[config.mk]
export PLATFORM = sky130hd
export DESIGN_NAME = sha1_byte_stream_hasher
export DESIGN_NICKNAME = d
export VERILOG_FILES = /design/src/rtl/sha1h_pkg.sv /design/src/rtl/sha1h_ctrl.sv /design/src/rtl/sha1h_dp.sv /design/src/rtl/sha1_byte_stream_hasher.sv
export SDC_FILE = /design/constraint.sdc
export NUM_CORES = 2
export LEC_CHECK = 0
export BUFFER_PORTS_ARGS = -buffer_cell sky130_fd_sc_hd__buf_2
export CORE_ASPECT_RATIO = 0.8
export CORE_MARGIN = 5
export CORE_UTILIZATION = 60
export DETAILED_ROUTE_END_ITERATION = 7
export GPL_TIMING_DRIVEN = 0
export PLACE_DENSITY = 0.83
export SETUP_SLACK_MARGIN = 0.4
export SLEW_MARGIN = 25
export SYNTH_ARGS = -nofsm -noshare
export SYNTH_HDL_FRONTEND = slang
export SYNTH_HIERARCHICAL = 1
export SYNTH_SLANG_ARGS = --single-unit
[constraint.sdc]
create_clock -name clk -period 25.1 [get_ports clk]
set_input_delay 5.02 -clock clk [delete_from_list [all_inputs] [get_ports clk]]
set_output_delay 5.02 -clock clk [all_outputs]
set_load 0.02 [all_outputs]
[src/rtl/sha1h_pkg.sv]
// Shared types and constants for the SHA-1 byte stream hasher.
// Used by the controller, the datapath and the top level; no dependencies.
package sha1h_pkg;

    // Operation codes carried in the input tuser
    localparam logic OP_ABSORB = 1'b0;
    localparam logic OP_FINISH = 1'b1;

    // Round count and block positions
    localparam int unsigned ROUNDS     = 80;
    localparam logic [6:0]  LAST_ROUND = 7'(ROUNDS - 1);
    localparam logic [5:0]  LAST_POS   = 6'd63;   // last byte of a 64-byte block
    localparam logic [5:0]  PAD_POS    = 6'd56;   // byte where the length field starts
    localparam logic [2:0]  LAST_LEN   = 3'd7;    // last byte of the length field
    localparam logic [2:0]  LAST_WORD  = 3'd4;    // fifth digest word
    localparam int unsigned NUM_WORDS  = 5;

    // Initial chaining values
    localparam logic [31:0] IV0 = 32'h67452301;
    localparam logic [31:0] IV1 = 32'hEFCDAB89;
    localparam logic [31:0] IV2 = 32'h98BADCFE;
    localparam logic [31:0] IV3 = 32'h10325476;
    localparam logic [31:0] IV4 = 32'hC3D2E1F0;

    // Round constants
    localparam logic [31:0] K0 = 32'h5A827999;
    localparam logic [31:0] K1 = 32'h6ED9EBA1;
    localparam logic [31:0] K2 = 32'h8F1BBCDC;
    localparam logic [31:0] K3 = 32'hCA62C1D6;

    localparam logic [7:0] PAD_BYTE = 8'h80;

    typedef enum logic [2:0] {
        ST_IDLE,
        ST_PAD_ONE,
        ST_PAD_ZERO,
        ST_PAD_LEN,
        ST_ROUND,
        ST_FOLD,
        ST_OUT
    } state_t;

    typedef enum logic [1:0] {
        PH_CHOOSE,
        PH_PARITY1,
        PH_MAJORITY,
        PH_PARITY2
    } phase_t;

    typedef enum logic [1:0] {
        BSEL_DATA,
        BSEL_PAD,
        BSEL_ZERO,
        BSEL_LEN
    } byte_sel_t;

    // Commands from controller to datapath
    typedef struct packed {
        logic      absorb;
        byte_sel_t byte_sel;
        logic      latch_len;
        logic      load_vars;
        logic      round;
        phase_t    phase;
        logic      fold;
        logic      init;
        logic [2:0] out_idx;
    } cmd_t;

    // Status from datapath to controller
    typedef struct packed {
        logic pos_last;   // next byte completes the block
        logic pad_done;   // length field is next
    } status_t;

endpackage

[src/rtl/sha1h_ctrl.sv]
// Sequencer for the SHA-1 hasher: handshakes, padding steps, round count, digest output.
// Depends on sha1h_pkg.
module sha1h_ctrl
(
    input  logic                clk,
    input  logic                rst_n,
    input  logic                s_axis_tvalid,
    output logic                s_axis_tready,
    input  logic                op,
    output logic                m_axis_tvalid,
    input  logic                m_axis_tready,
    output logic                last_word,
    input  sha1h_pkg::status_t  status,
    output sha1h_pkg::cmd_t     cmd
);
    import sha1h_pkg::*;

    state_t     state_reg, state_next;
    state_t     ret_reg, ret_next;
    logic [6:0] cnt_reg, cnt_next;

    // Hold state, return point and counter
    always_ff @(posedge clk or negedge rst_n)
    begin
        if (!rst_n)
        begin
            state_reg <= ST_IDLE;
            ret_reg   <= ST_IDLE;
            cnt_reg   <= '0;
        end
        else
        begin
            state_reg <= state_next;
            ret_reg   <= ret_next;
            cnt_reg   <= cnt_next;
        end
    end

    // Next state
    always_comb
    begin
        state_next = state_reg;
        ret_next   = ret_reg;
        cnt_next   = cnt_reg;
        case (state_reg)
            ST_IDLE:
            begin
                if (s_axis_tvalid)
                begin
                    if (op == OP_FINISH)
                    begin
                        state_next = ST_PAD_ONE;
                    end
                    else if (status.pos_last)
                    begin
                        state_next = ST_ROUND;
                        ret_next   = ST_IDLE;
                        cnt_next   = '0;
                    end
                end
            end
            ST_PAD_ONE:
            begin
                state_next = status.pos_last ? ST_ROUND : ST_PAD_ZERO;
                ret_next   = ST_PAD_ZERO;
                cnt_next   = '0;
            end
            ST_PAD_ZERO:
            begin
                cnt_next = '0;
                if (status.pad_done)
                begin
                    state_next = ST_PAD_LEN;
                end
                else if (status.pos_last)
                begin
                    state_next = ST_ROUND;
                    ret_next   = ST_PAD_ZERO;
                end
            end
            ST_PAD_LEN:
            begin
                if (cnt_reg[2:0] == LAST_LEN)
                begin
                    state_next = ST_ROUND;
                    ret_next   = ST_OUT;
                    cnt_next   = '0;
                end
                else
                begin
                    cnt_next = cnt_reg + 7'd1;
                end
            end
            ST_ROUND:
            begin
                if (cnt_reg == LAST_ROUND)
                begin
                    state_next = ST_FOLD;
                    cnt_next   = '0;
                end
                else
                begin
                    cnt_next = cnt_reg + 7'd1;
                end
            end
            ST_FOLD:
            begin
                state_next = ret_reg;
                cnt_next   = '0;
            end
            ST_OUT:
            begin
                if (m_axis_tready)
                begin
                    if (cnt_reg[2:0] == LAST_WORD)
                    begin
                        state_next = ST_IDLE;
                        cnt_next   = '0;
                    end
                    else
                    begin
                        cnt_next = cnt_reg + 7'd1;
                    end
                end
            end
            default:
            begin
                state_next = ST_IDLE;
                cnt_next   = '0;
            end
        endcase
    end

    // Outputs and datapath commands
    always_comb
    begin
        cmd           = '0;
        cmd.byte_sel  = BSEL_DATA;
        cmd.phase     = PH_CHOOSE;
        cmd.out_idx   = cnt_reg[2:0];
        s_axis_tready = 1'b0;
        m_axis_tvalid = 1'b0;
        last_word     = (cnt_reg[2:0] == LAST_WORD);
        case (state_reg)
            ST_IDLE:
            begin
                s_axis_tready = 1'b1;
                if (s_axis_tvalid)
                begin
                    if (op == OP_FINISH)
                    begin
                        cmd.latch_len = 1'b1;
                    end
                    else
                    begin
                        cmd.absorb    = 1'b1;
                        cmd.load_vars = status.pos_last;
                    end
                end
            end
            ST_PAD_ONE:
            begin
                cmd.absorb    = 1'b1;
                cmd.byte_sel  = BSEL_PAD;
                cmd.load_vars = status.pos_last;
            end
            ST_PAD_ZERO:
            begin
                if (!status.pad_done)
                begin
                    cmd.absorb    = 1'b1;
                    cmd.byte_sel  = BSEL_ZERO;
                    cmd.load_vars = status.pos_last;
                end
            end
            ST_PAD_LEN:
            begin
                cmd.absorb    = 1'b1;
                cmd.byte_sel  = BSEL_LEN;
                cmd.load_vars = status.pos_last;
            end
            ST_ROUND:
            begin
                cmd.round = 1'b1;
                if (cnt_reg < 7'd20)
                    cmd.phase = PH_CHOOSE;
                else if (cnt_reg < 7'd40)
                    cmd.phase = PH_PARITY1;
                else if (cnt_reg < 7'd60)
                    cmd.phase = PH_MAJORITY;
                else
                    cmd.phase = PH_PARITY2;
            end
            ST_FOLD:
            begin
                cmd.fold = 1'b1;
            end
            ST_OUT:
            begin
                m_axis_tvalid = 1'b1;
                cmd.init      = m_axis_tready && (cnt_reg[2:0] == LAST_WORD);
            end
            default:
            begin
                cmd.absorb = 1'b0;
            end
        endcase
    end

endmodule

[src/rtl/sha1h_dp.sv]
// Datapath for the SHA-1 hasher: block shift line, bit counter, round unit, chaining words.
// Depends on sha1h_pkg.
module sha1h_dp
(
    input  logic               clk,
    input  logic               rst_n,
    input  logic [7:0]         data_byte,
    input  sha1h_pkg::cmd_t    cmd,
    output sha1h_pkg::status_t status,
    output logic [31:0]        digest_word
);
    import sha1h_pkg::*;

    logic [31:0]  chain_reg [NUM_WORDS];
    logic [31:0]  chain_next [NUM_WORDS];
    logic [63:0]  bitlen_reg, bitlen_next;
    logic [63:0]  len_reg, len_next;
    logic [511:0] block_reg, block_next;
    logic [31:0]  a_reg, b_reg, c_reg, d_reg, e_reg;
    logic [31:0]  a_next, b_next, c_next, d_next, e_next;

    logic [7:0]  in_byte;
    logic [31:0] w_cur, w_new, w_mix, f_val, k_val, tmp;
    logic [5:0]  pos;

    assign pos             = bitlen_reg[8:3];
    assign status.pos_last = (pos == LAST_POS);
    assign status.pad_done = (pos == PAD_POS);

    // Byte to absorb
    always_comb
    begin
        case (cmd.byte_sel)
            BSEL_DATA: in_byte = data_byte;
            BSEL_PAD:  in_byte = PAD_BYTE;
            BSEL_ZERO: in_byte = 8'h00;
            BSEL_LEN:  in_byte = len_reg[63:56];
            default:   in_byte = 8'h00;
        endcase
    end

    // Schedule window: word 0 is the current round word, word 15 the newest
    assign w_cur = block_reg[511:480];
    assign w_mix = block_reg[95:64] ^ block_reg[255:224] ^ block_reg[447:416] ^ w_cur;
    assign w_new = {w_mix[30:0], w_mix[31]};

    // Round function and constant
    always_comb
    begin
        case (cmd.phase)
            PH_CHOOSE:
            begin
                f_val = (b_reg & c_reg) | (~b_reg & d_reg);
                k_val = K0;
            end
            PH_PARITY1:
            begin
                f_val = b_reg ^ c_reg ^ d_reg;
                k_val = K1;
            end
            PH_MAJORITY:
            begin
                f_val = (b_reg & c_reg) | (b_reg & d_reg) | (c_reg & d_reg);
                k_val = K2;
            end
            PH_PARITY2:
            begin
                f_val = b_reg ^ c_reg ^ d_reg;
                k_val = K3;
            end
            default:
            begin
                f_val = '0;
                k_val = '0;
            end
        endcase
    end

    assign tmp = {a_reg[26:0], a_reg[31:27]} + f_val + e_reg + k_val + w_cur;

    // Next values of all datapath registers
    always_comb
    begin
        bitlen_next = bitlen_reg;
        len_next    = len_reg;
        block_next  = block_reg;
        a_next      = a_reg;
        b_next      = b_reg;
        c_next      = c_reg;
        d_next      = d_reg;
        e_next      = e_reg;
        for (int i = 0; i < NUM_WORDS; i++)
        begin
            chain_next[i] = chain_reg[i];
        end

        if (cmd.latch_len)
        begin
            len_next = bitlen_reg;
        end

        // Shift the byte in and count its bits
        if (cmd.absorb)
        begin
            block_next  = {block_reg[503:0], in_byte};
            bitlen_next = bitlen_reg + 64'd8;
            if (cmd.byte_sel == BSEL_LEN)
            begin
                len_next = {len_reg[55:0], 8'h00};
            end
        end

        // Start a compression from the chaining words
        if (cmd.load_vars)
        begin
            a_next = chain_reg[0];
            b_next = chain_reg[1];
            c_next = chain_reg[2];
            d_next = chain_reg[3];
            e_next = chain_reg[4];
        end

        // One round; advance the schedule window
        if (cmd.round)
        begin
            a_next     = tmp;
            b_next     = a_reg;
            c_next     = {b_reg[1:0], b_reg[31:2]};
            d_next     = c_reg;
            e_next     = d_reg;
            block_next = {block_reg[479:0], w_new};
        end

        // Add the working variables into the chaining words
        if (cmd.fold)
        begin
            chain_next[0] = chain_reg[0] + a_reg;
            chain_next[1] = chain_reg[1] + b_reg;
            chain_next[2] = chain_reg[2] + c_reg;
            chain_next[3] = chain_reg[3] + d_reg;
            chain_next[4] = chain_reg[4] + e_reg;
        end

        // Return to the initial state after the digest is out
        if (cmd.init)
        begin
            chain_next[0] = IV0;
            chain_next[1] = IV1;
            chain_next[2] = IV2;
            chain_next[3] = IV3;
            chain_next[4] = IV4;
            bitlen_next   = '0;
        end
    end

    // Chaining words and bit counter
    always_ff @(posedge clk or negedge rst_n)
    begin
        if (!rst_n)
        begin
            chain_reg[0] <= IV0;
            chain_reg[1] <= IV1;
            chain_reg[2] <= IV2;
            chain_reg[3] <= IV3;
            chain_reg[4] <= IV4;
            bitlen_reg   <= '0;
        end
        else
        begin
            for (int i = 0; i < NUM_WORDS; i++)
            begin
                chain_reg[i] <= chain_next[i];
            end
            bitlen_reg <= bitlen_next;
        end
    end

    // Payload registers
    always_ff @(posedge clk)
    begin
        len_reg   <= len_next;
        block_reg <= block_next;
        a_reg     <= a_next;
        b_reg     <= b_next;
        c_reg     <= c_next;
        d_reg     <= d_next;
        e_reg     <= e_next;
    end

    // Select the digest word on output
    always_comb
    begin
        case (cmd.out_idx)
            3'd0:    digest_word = chain_reg[0];
            3'd1:    digest_word = chain_reg[1];
            3'd2:    digest_word = chain_reg[2];
            3'd3:    digest_word = chain_reg[3];
            3'd4:    digest_word = chain_reg[4];
            default: digest_word = '0;
        endcase
    end

endmodule

[src/rtl/sha1_byte_stream_hasher.sv]
// SHA-1 byte stream hasher: one item per message byte, a finish item emits five digest words.
// Each byte is absorbed in the idle state; the byte that fills a block adds 80 rounds and one fold,
// so a long message is paced by the single round unit, and no byte is taken until the fold is done.
// Finish: latch the length, absorb the pad bytes, step to the length field, absorb it,
// run one or two compressions, then send five output items, one per cycle while m_axis_tready is high.
// Reset (rst_n, asynchronous, active low) loads the initial chaining words and clears length.
module sha1_byte_stream_hasher
(
    input  logic        clk,
    input  logic        rst_n,
    input  logic        s_axis_tvalid,
    output logic        s_axis_tready,
    input  logic [7:0]  s_axis_tdata,    // [7:0] data_byte
    input  logic        s_axis_tuser,    // [0] op
    output logic        m_axis_tvalid,
    input  logic        m_axis_tready,
    output logic [39:0] m_axis_tdata,    // [31:0] digest_word, [34:32] word_index, [39:35] zero
    output logic        m_axis_tlast     // last_word
);
    import sha1h_pkg::*;

    cmd_t        cmd;
    status_t     status;
    logic [31:0] digest_word;

    sha1h_ctrl u_ctrl
    (
        .clk           (clk),
        .rst_n         (rst_n),
        .s_axis_tvalid (s_axis_tvalid),
        .s_axis_tready (s_axis_tready),
        .op            (s_axis_tuser),
        .m_axis_tvalid (m_axis_tvalid),
        .m_axis_tready (m_axis_tready),
        .last_word     (m_axis_tlast),
        .status        (status),
        .cmd           (cmd)
    );

    sha1h_dp u_dp
    (
        .clk         (clk),
        .rst_n       (rst_n),
        .data_byte   (s_axis_tdata),
        .cmd         (cmd),
        .status      (status),
        .digest_word (digest_word)
    );

    // Pack the output item
    assign m_axis_tdata = {5'b00000, cmd.out_idx, digest_word};

endmodule

* Word-level counts from Yosys, hierarchy flattened
Cells that the tools add are included.
** Word-level totals
- Bits in registers :: 973
- Input port bits :: 13
- Output and inout port bits :: 43
- Logic and storage cells :: 154
** Cells by class
- Add/sub/neg operators :: 11
- $lt $le $gt $ge :: 3
- Equal/unequal tests :: 29
- Muxes and demuxes :: 67
- Bitwise gates (word level) :: 13
- Reductions and logical operators :: 15
** Operator list (count)
- two-way mux 512 bit :: 2
- two-way mux 160 bit :: 2
- two-way mux 32 bit :: 10
- two-way mux 64 bit :: 5
- adder 32 bit :: 9
- one-hot mux 32 bit (5 select lines) :: 1
- XOR 32 bit :: 5
- bitwise AND 32 bit :: 4
- one-hot mux 32 bit (4 select lines) :: 1
- OR 32 bit :: 3
- one-hot mux 32 bit (3 select lines) :: 1
- adder 64 x 4 -> 64 bit (second input constant) :: 1
- two-way mux 3 bit :: 17
- two-way mux 7 bit :: 7
- NOT 32 bit :: 1
- one-hot mux 8 bit (4 select lines) :: 1
- one-hot mux 7 bit (4 select lines) :: 1
- one-hot mux 3 bit (7 select lines) :: 1
- == test 3 bit (second input constant) :: 5
- less-than comparator 7 x 6 -> 1 bit (second input constant) :: 2
- == test 3 x 2 -> 1 bit (second input constant) :: 4
- == test 6 bit (second input constant) :: 2
- one-hot mux 3 bit (4 select lines) :: 1
- two-way mux 1 bit :: 11
- 20 further kinds :: 41

* Logic depth before layout (Yosys ltp)
- Depth after elaboration :: 13
- Gate-level depth with buffers :: 28

* Hierarchy
The synthesis kept the hierarchy.
** By module, submodules not included
- sha1h_dp :: times used 1, cells each 4594, area an instance 54952.7 sq um
- sha1h_ctrl :: times used 1, cells each 115, area an instance 988.4 sq um
- sha1_byte_stream_hasher :: times used 1, cells each 6, area an instance 41.3 sq um

* Worst setup path before layout
Ideal clock, no wire load.
- Path kind :: input port to flip-flop
- Start :: input port s_axis_tuser
- End :: register u_dp.block_reg[0] (enable)
- Setup time :: 0.667 ns
- Arrival time :: 11.571 ns
- Required time :: 24.433 ns
- Path slack :: 12.863 ns
- Stages on the path :: 5
- Buffers on the path :: 1
- Cell sequence :: nor2_1 > a221oi_1 > nor2_1 > buf_2 > or2_2
** RTL lines
- start: declaration :: RTL line sha1_byte_stream_hasher.sv:14 : input logic s_axis_tuser,
- end signal: assignment :: RTL line sha1h_dp.sv:182 : block_reg <= block_next;
- end: declaration :: RTL line sha1h_dp.sv:18 : logic [511:0] block_reg, block_next;

==> results.json <==
{
  "drcViolationCount": 1,
  "die_width_um": 351.5,
  "grt_use_met2_pct": 47.15,
  "totalWireLength_um": 177500,
  "postCtsSetupBuffers": 0,
  "powerDensity_mw_per_mm2": 167.8,
  "relSlewSlack_pct": 14.60,
  "finalSetupTns_ns": 0,
  "row_count": 100,
  "cts_sinks": 969,
  "fin_crit_sh_pct": 37.10,
  "syn_inst": 4715,
  "yosys.area.top_type": "edfxtp_1",
  "clkLatencyLatePin_ns": 0.70,
  "cap_viol_max_count": 0,
  "yosys_warnings": 6,
  "hold_class": "flip-flop to flip-flop",
  "arrival_ns": 9.74,
  "postRouteAntennaNets": 0,
  "status": "finished, violations left",
  "drive_above_1_share_pct": 20.56,
  "grt_use_total_pct": 34.77,
  "cp-end-kind": "flip-flop",
  "nFillCells": 6744,
  "finalSetupViolCount": 0,
  "violations": "DRC",
  "cts_resized": 0,
  "grt_max_degree": 80,
  "synth_seq_cells": 969,
  "grt_use_met3_pct": 13.31,
  "grt_pass1_wl_um": 258800,
  "grt_util_met1_pct": 51.11,
  "drt-initial-drc-count": 6934,
  "ys_seq_area_share_pct": 48.93,
  "antenna_found_initial": 10,
  "synth_edf_count": 672,
  "dp_hpwl_um": 131000,
  "start_kind": "flip-flop",
  "synth_top_flop_cell": "edfxtp_1",
  "wl_per_cell_um": 28.66,
  "finalHoldViolCount": 0,
  "synth_cell_types": 101,
  "clockRootBuffer": "clkbuf_16",
  "dr.pass1.iters": 8,
  "ir_drop_uv": 123.9,
  "fp.dieH_um": 283.2,
  "dpl.cell_count": 6011,
  "start_util_pct": 60.30,
  "cts_inserted_buffers": 95,
  "vias_per_cell": 6.786,
  "gp_congestion": 1.015,
  "clockBufferDepth": 3,
  "tightestPinTransition_ns": 1.281,
  "finClkSkew_ns": 0.04749,
  "postCtsHoldBufs": 0,
  "crit_fanout": 10,
  "pin_count": 56,
  "final_cell_count_no_fill": 6193,
  "ctsHtreeMaxLevel": 3,
  "slew_violations": 0,
  "top_usage_layer": "met1",
  "yosysTopAreaCellShare_pct": 36.05,
  "synthToLayoutAreaGrowth_pct": 10.02,
  "synthTopCellsByArea": "edfxtp_1 (36%), mux2_2 (13%), dfrtp_1 (6.8%)",
  "gr-total-overflow": 0,
  "io_buffer_count": 50,
  "max_freq_ghz": 0.1074,
  "period_minus_slack_ns": 9.313,
  "path_clk_slew_ns": 0.06,
  "rsz0062_at_grt": "no",
  "critical_path_required_ns": 25.52,
  "total_power_mw": 10.34,
  "cellLeakagePower_nw": 23.53,
  "avgSynthCellArea_um2": 11.87,
  "vias": 42030,
  "syn-cell-area_mm2": 0.05598,
  "worstSetupPathType": "flip-flop to flip-flop",
  "dieArea_mm2": 0.09955,
  "cts_tree": "built",
  "grt_pass1_vias": 39540,
  "async_flop_share_pct": 24.05,
  "coreArea_mm2": 0.09284,
  "largest_reg_flops": 512,
  "layout.nets": 5224
}
[layer usage]
| layer | vias to the layer above | part of all wire, % |
|---|---|---|
| li1 | 17660 | - |
| met1 | 20780 | 39 |
| met2 | 3090 | 40 |
| met3 | 490 | 16 |
| met4 | 16 | 4.2 |
| met5 | - | 0.060 |
[critical path, stage by stage, from the launching register on]
cell	delay [ns]
dfrtp_1	0.43
buf_2	0.21
clkbuf_1	0.25
nor2_1	0.52
o21a_1	0.27
ha_1	0.18
or2_2	0.11
clkbuf_1	0.62
clkbuf_1	0.82
inv_1	0.49
o22ai_1	0.25
o21ai_0	0.19
fa_1	0.54
fa_1	0.60
inv_1	0.06
ha_1	0.29
a211oi_1	0.24
nor2_1	0.13
o31ai_2	0.43
o211ai_1	0.27
a211oi_1	0.52
o21ai_1	0.30
a311oi_1	0.66
o21ai_1	0.20
xor2_1	0.18
mux2_2	0.27
[cell families after synthesis]
logic type | after synthesis | synth area share, %
other | 1 | 0.006699
AOI/OAI and AO/OA | 1009 | 11.52
buffers and inverters | 468 | 3.301
DFF | 969 | 48.93
and+or+nand+nor | 874 | 7.402
xor gates and xnor gates | 299 | 4.678
muxes | 767 | 15.16
adders and majority gates | 328 | 9.003
[synthesized netlist by cell type, drive strengths merged (36+ instances only)]
master,n
nand3,53
a211oi,45
a22oi,63
nor2,291
nor2b,41
dfxtp,64
edfxtp,672
mux2i,121
ha,202
dfstp,80
o21ai,255
a221oi,36
xnor2,199
clkbuf,197
fa,125
a21oi,269
inv,235
nand2,236
xor2,100
o22ai,39
a21o,94
and3,40
mux2,646
dfrtp,153
nand2b,36
[placed cells by master, fill, tap and decap left out, drive strengths merged, types with 63 or more instances in the layout]
| cell | netlist | routed |
|---|---|---|
| dfstp | 80 | 80 |
| fa | 125 | 125 |
| mux2 | 646 | 646 |
| buf | 34 | 101 |
| nand2 | 236 | 236 |
| dfrtp | 153 | 153 |
| dfxtp | 64 | 64 |
| a22oi | 63 | 63 |
| edfxtp | 672 | 672 |
| inv | 235 | 237 |
| mux2i | 121 | 121 |
| clkbuf | 197 | 315 |
| nor2 | 291 | 291 |
| xor2 | 100 | 100 |
| xnor2 | 199 | 199 |
| ha | 202 | 202 |
| a21o | 94 | 94 |
| o21ai | 255 | 255 |
| a21oi | 269 | 269 |
[per-stage QoR]
step | util, % | hold WS, ns | setup WS (ns) | instance area [µm²]
after floorplan | - | 0.4169 | 12.86 | 56000
after global placement | 62.24 | 0.4345 | 10.22 | 57780
after detailed placement | 62.74 | 0.4481 | 16.51 | 58250
after CTS | 66.32 | 0.4695 | 16.10 | 61580
after global routing | 66.34 | 0.4882 | 15.88 | 61590
final | 66.35 | 0.4629 | 15.79 | 61590
[power by group]
part / internal, mW / total, mW / switching [mW] / leakage (nW)
Combinational: 2.24 / 5.28 / 3.04 / 12.1
Sequential: 2.80 / 3.52 / 0.720 / 9.80
Clock: 0.872 / 1.53 / 0.662 / 1.63
[cell type report]
type | instances | area, µm² | area share (%)
clock inverters | 61 | 748.2 | 1.215
plain buffers | 233 | 996.0 | 1.617
flip-flops and latches | 969 | 27390 | 44.47
clock buffers | 117 | 2581 | 4.191
well taps | 1224 | 1531 | 2.486
repair buffers | 68 | 690.7 | 1.121
inverters | 235 | 882.1 | 1.432
multi-input cells | 3282 | 26760 | 43.45
diodes | 4 | 10.01 | 0.01625
[path summary, 6_finish.rpt]
kind | start | end | slack, ns | cells past startpoint
max | u_ctrl/state_reg[1] | u_dp/a_reg[30] | 15.79 | 25
min | u_dp/len_reg[3] | u_dp/len_reg[11] | 0.46 | 2
max reg2reg | u_ctrl/state_reg[1] | u_dp/a_reg[30] | 15.79 | 25
min reg2reg | u_dp/len_reg[3] | u_dp/len_reg[11] | 0.46 | 2
max in group asynchronous | rst_n | u_dp/chain_reg[31] | 19.33 | 4
min in group asynchronous | rst_n | u_dp/chain_reg[32] | 4.22 | 1
No activity file was read; power rests on OpenSTA's default activity.
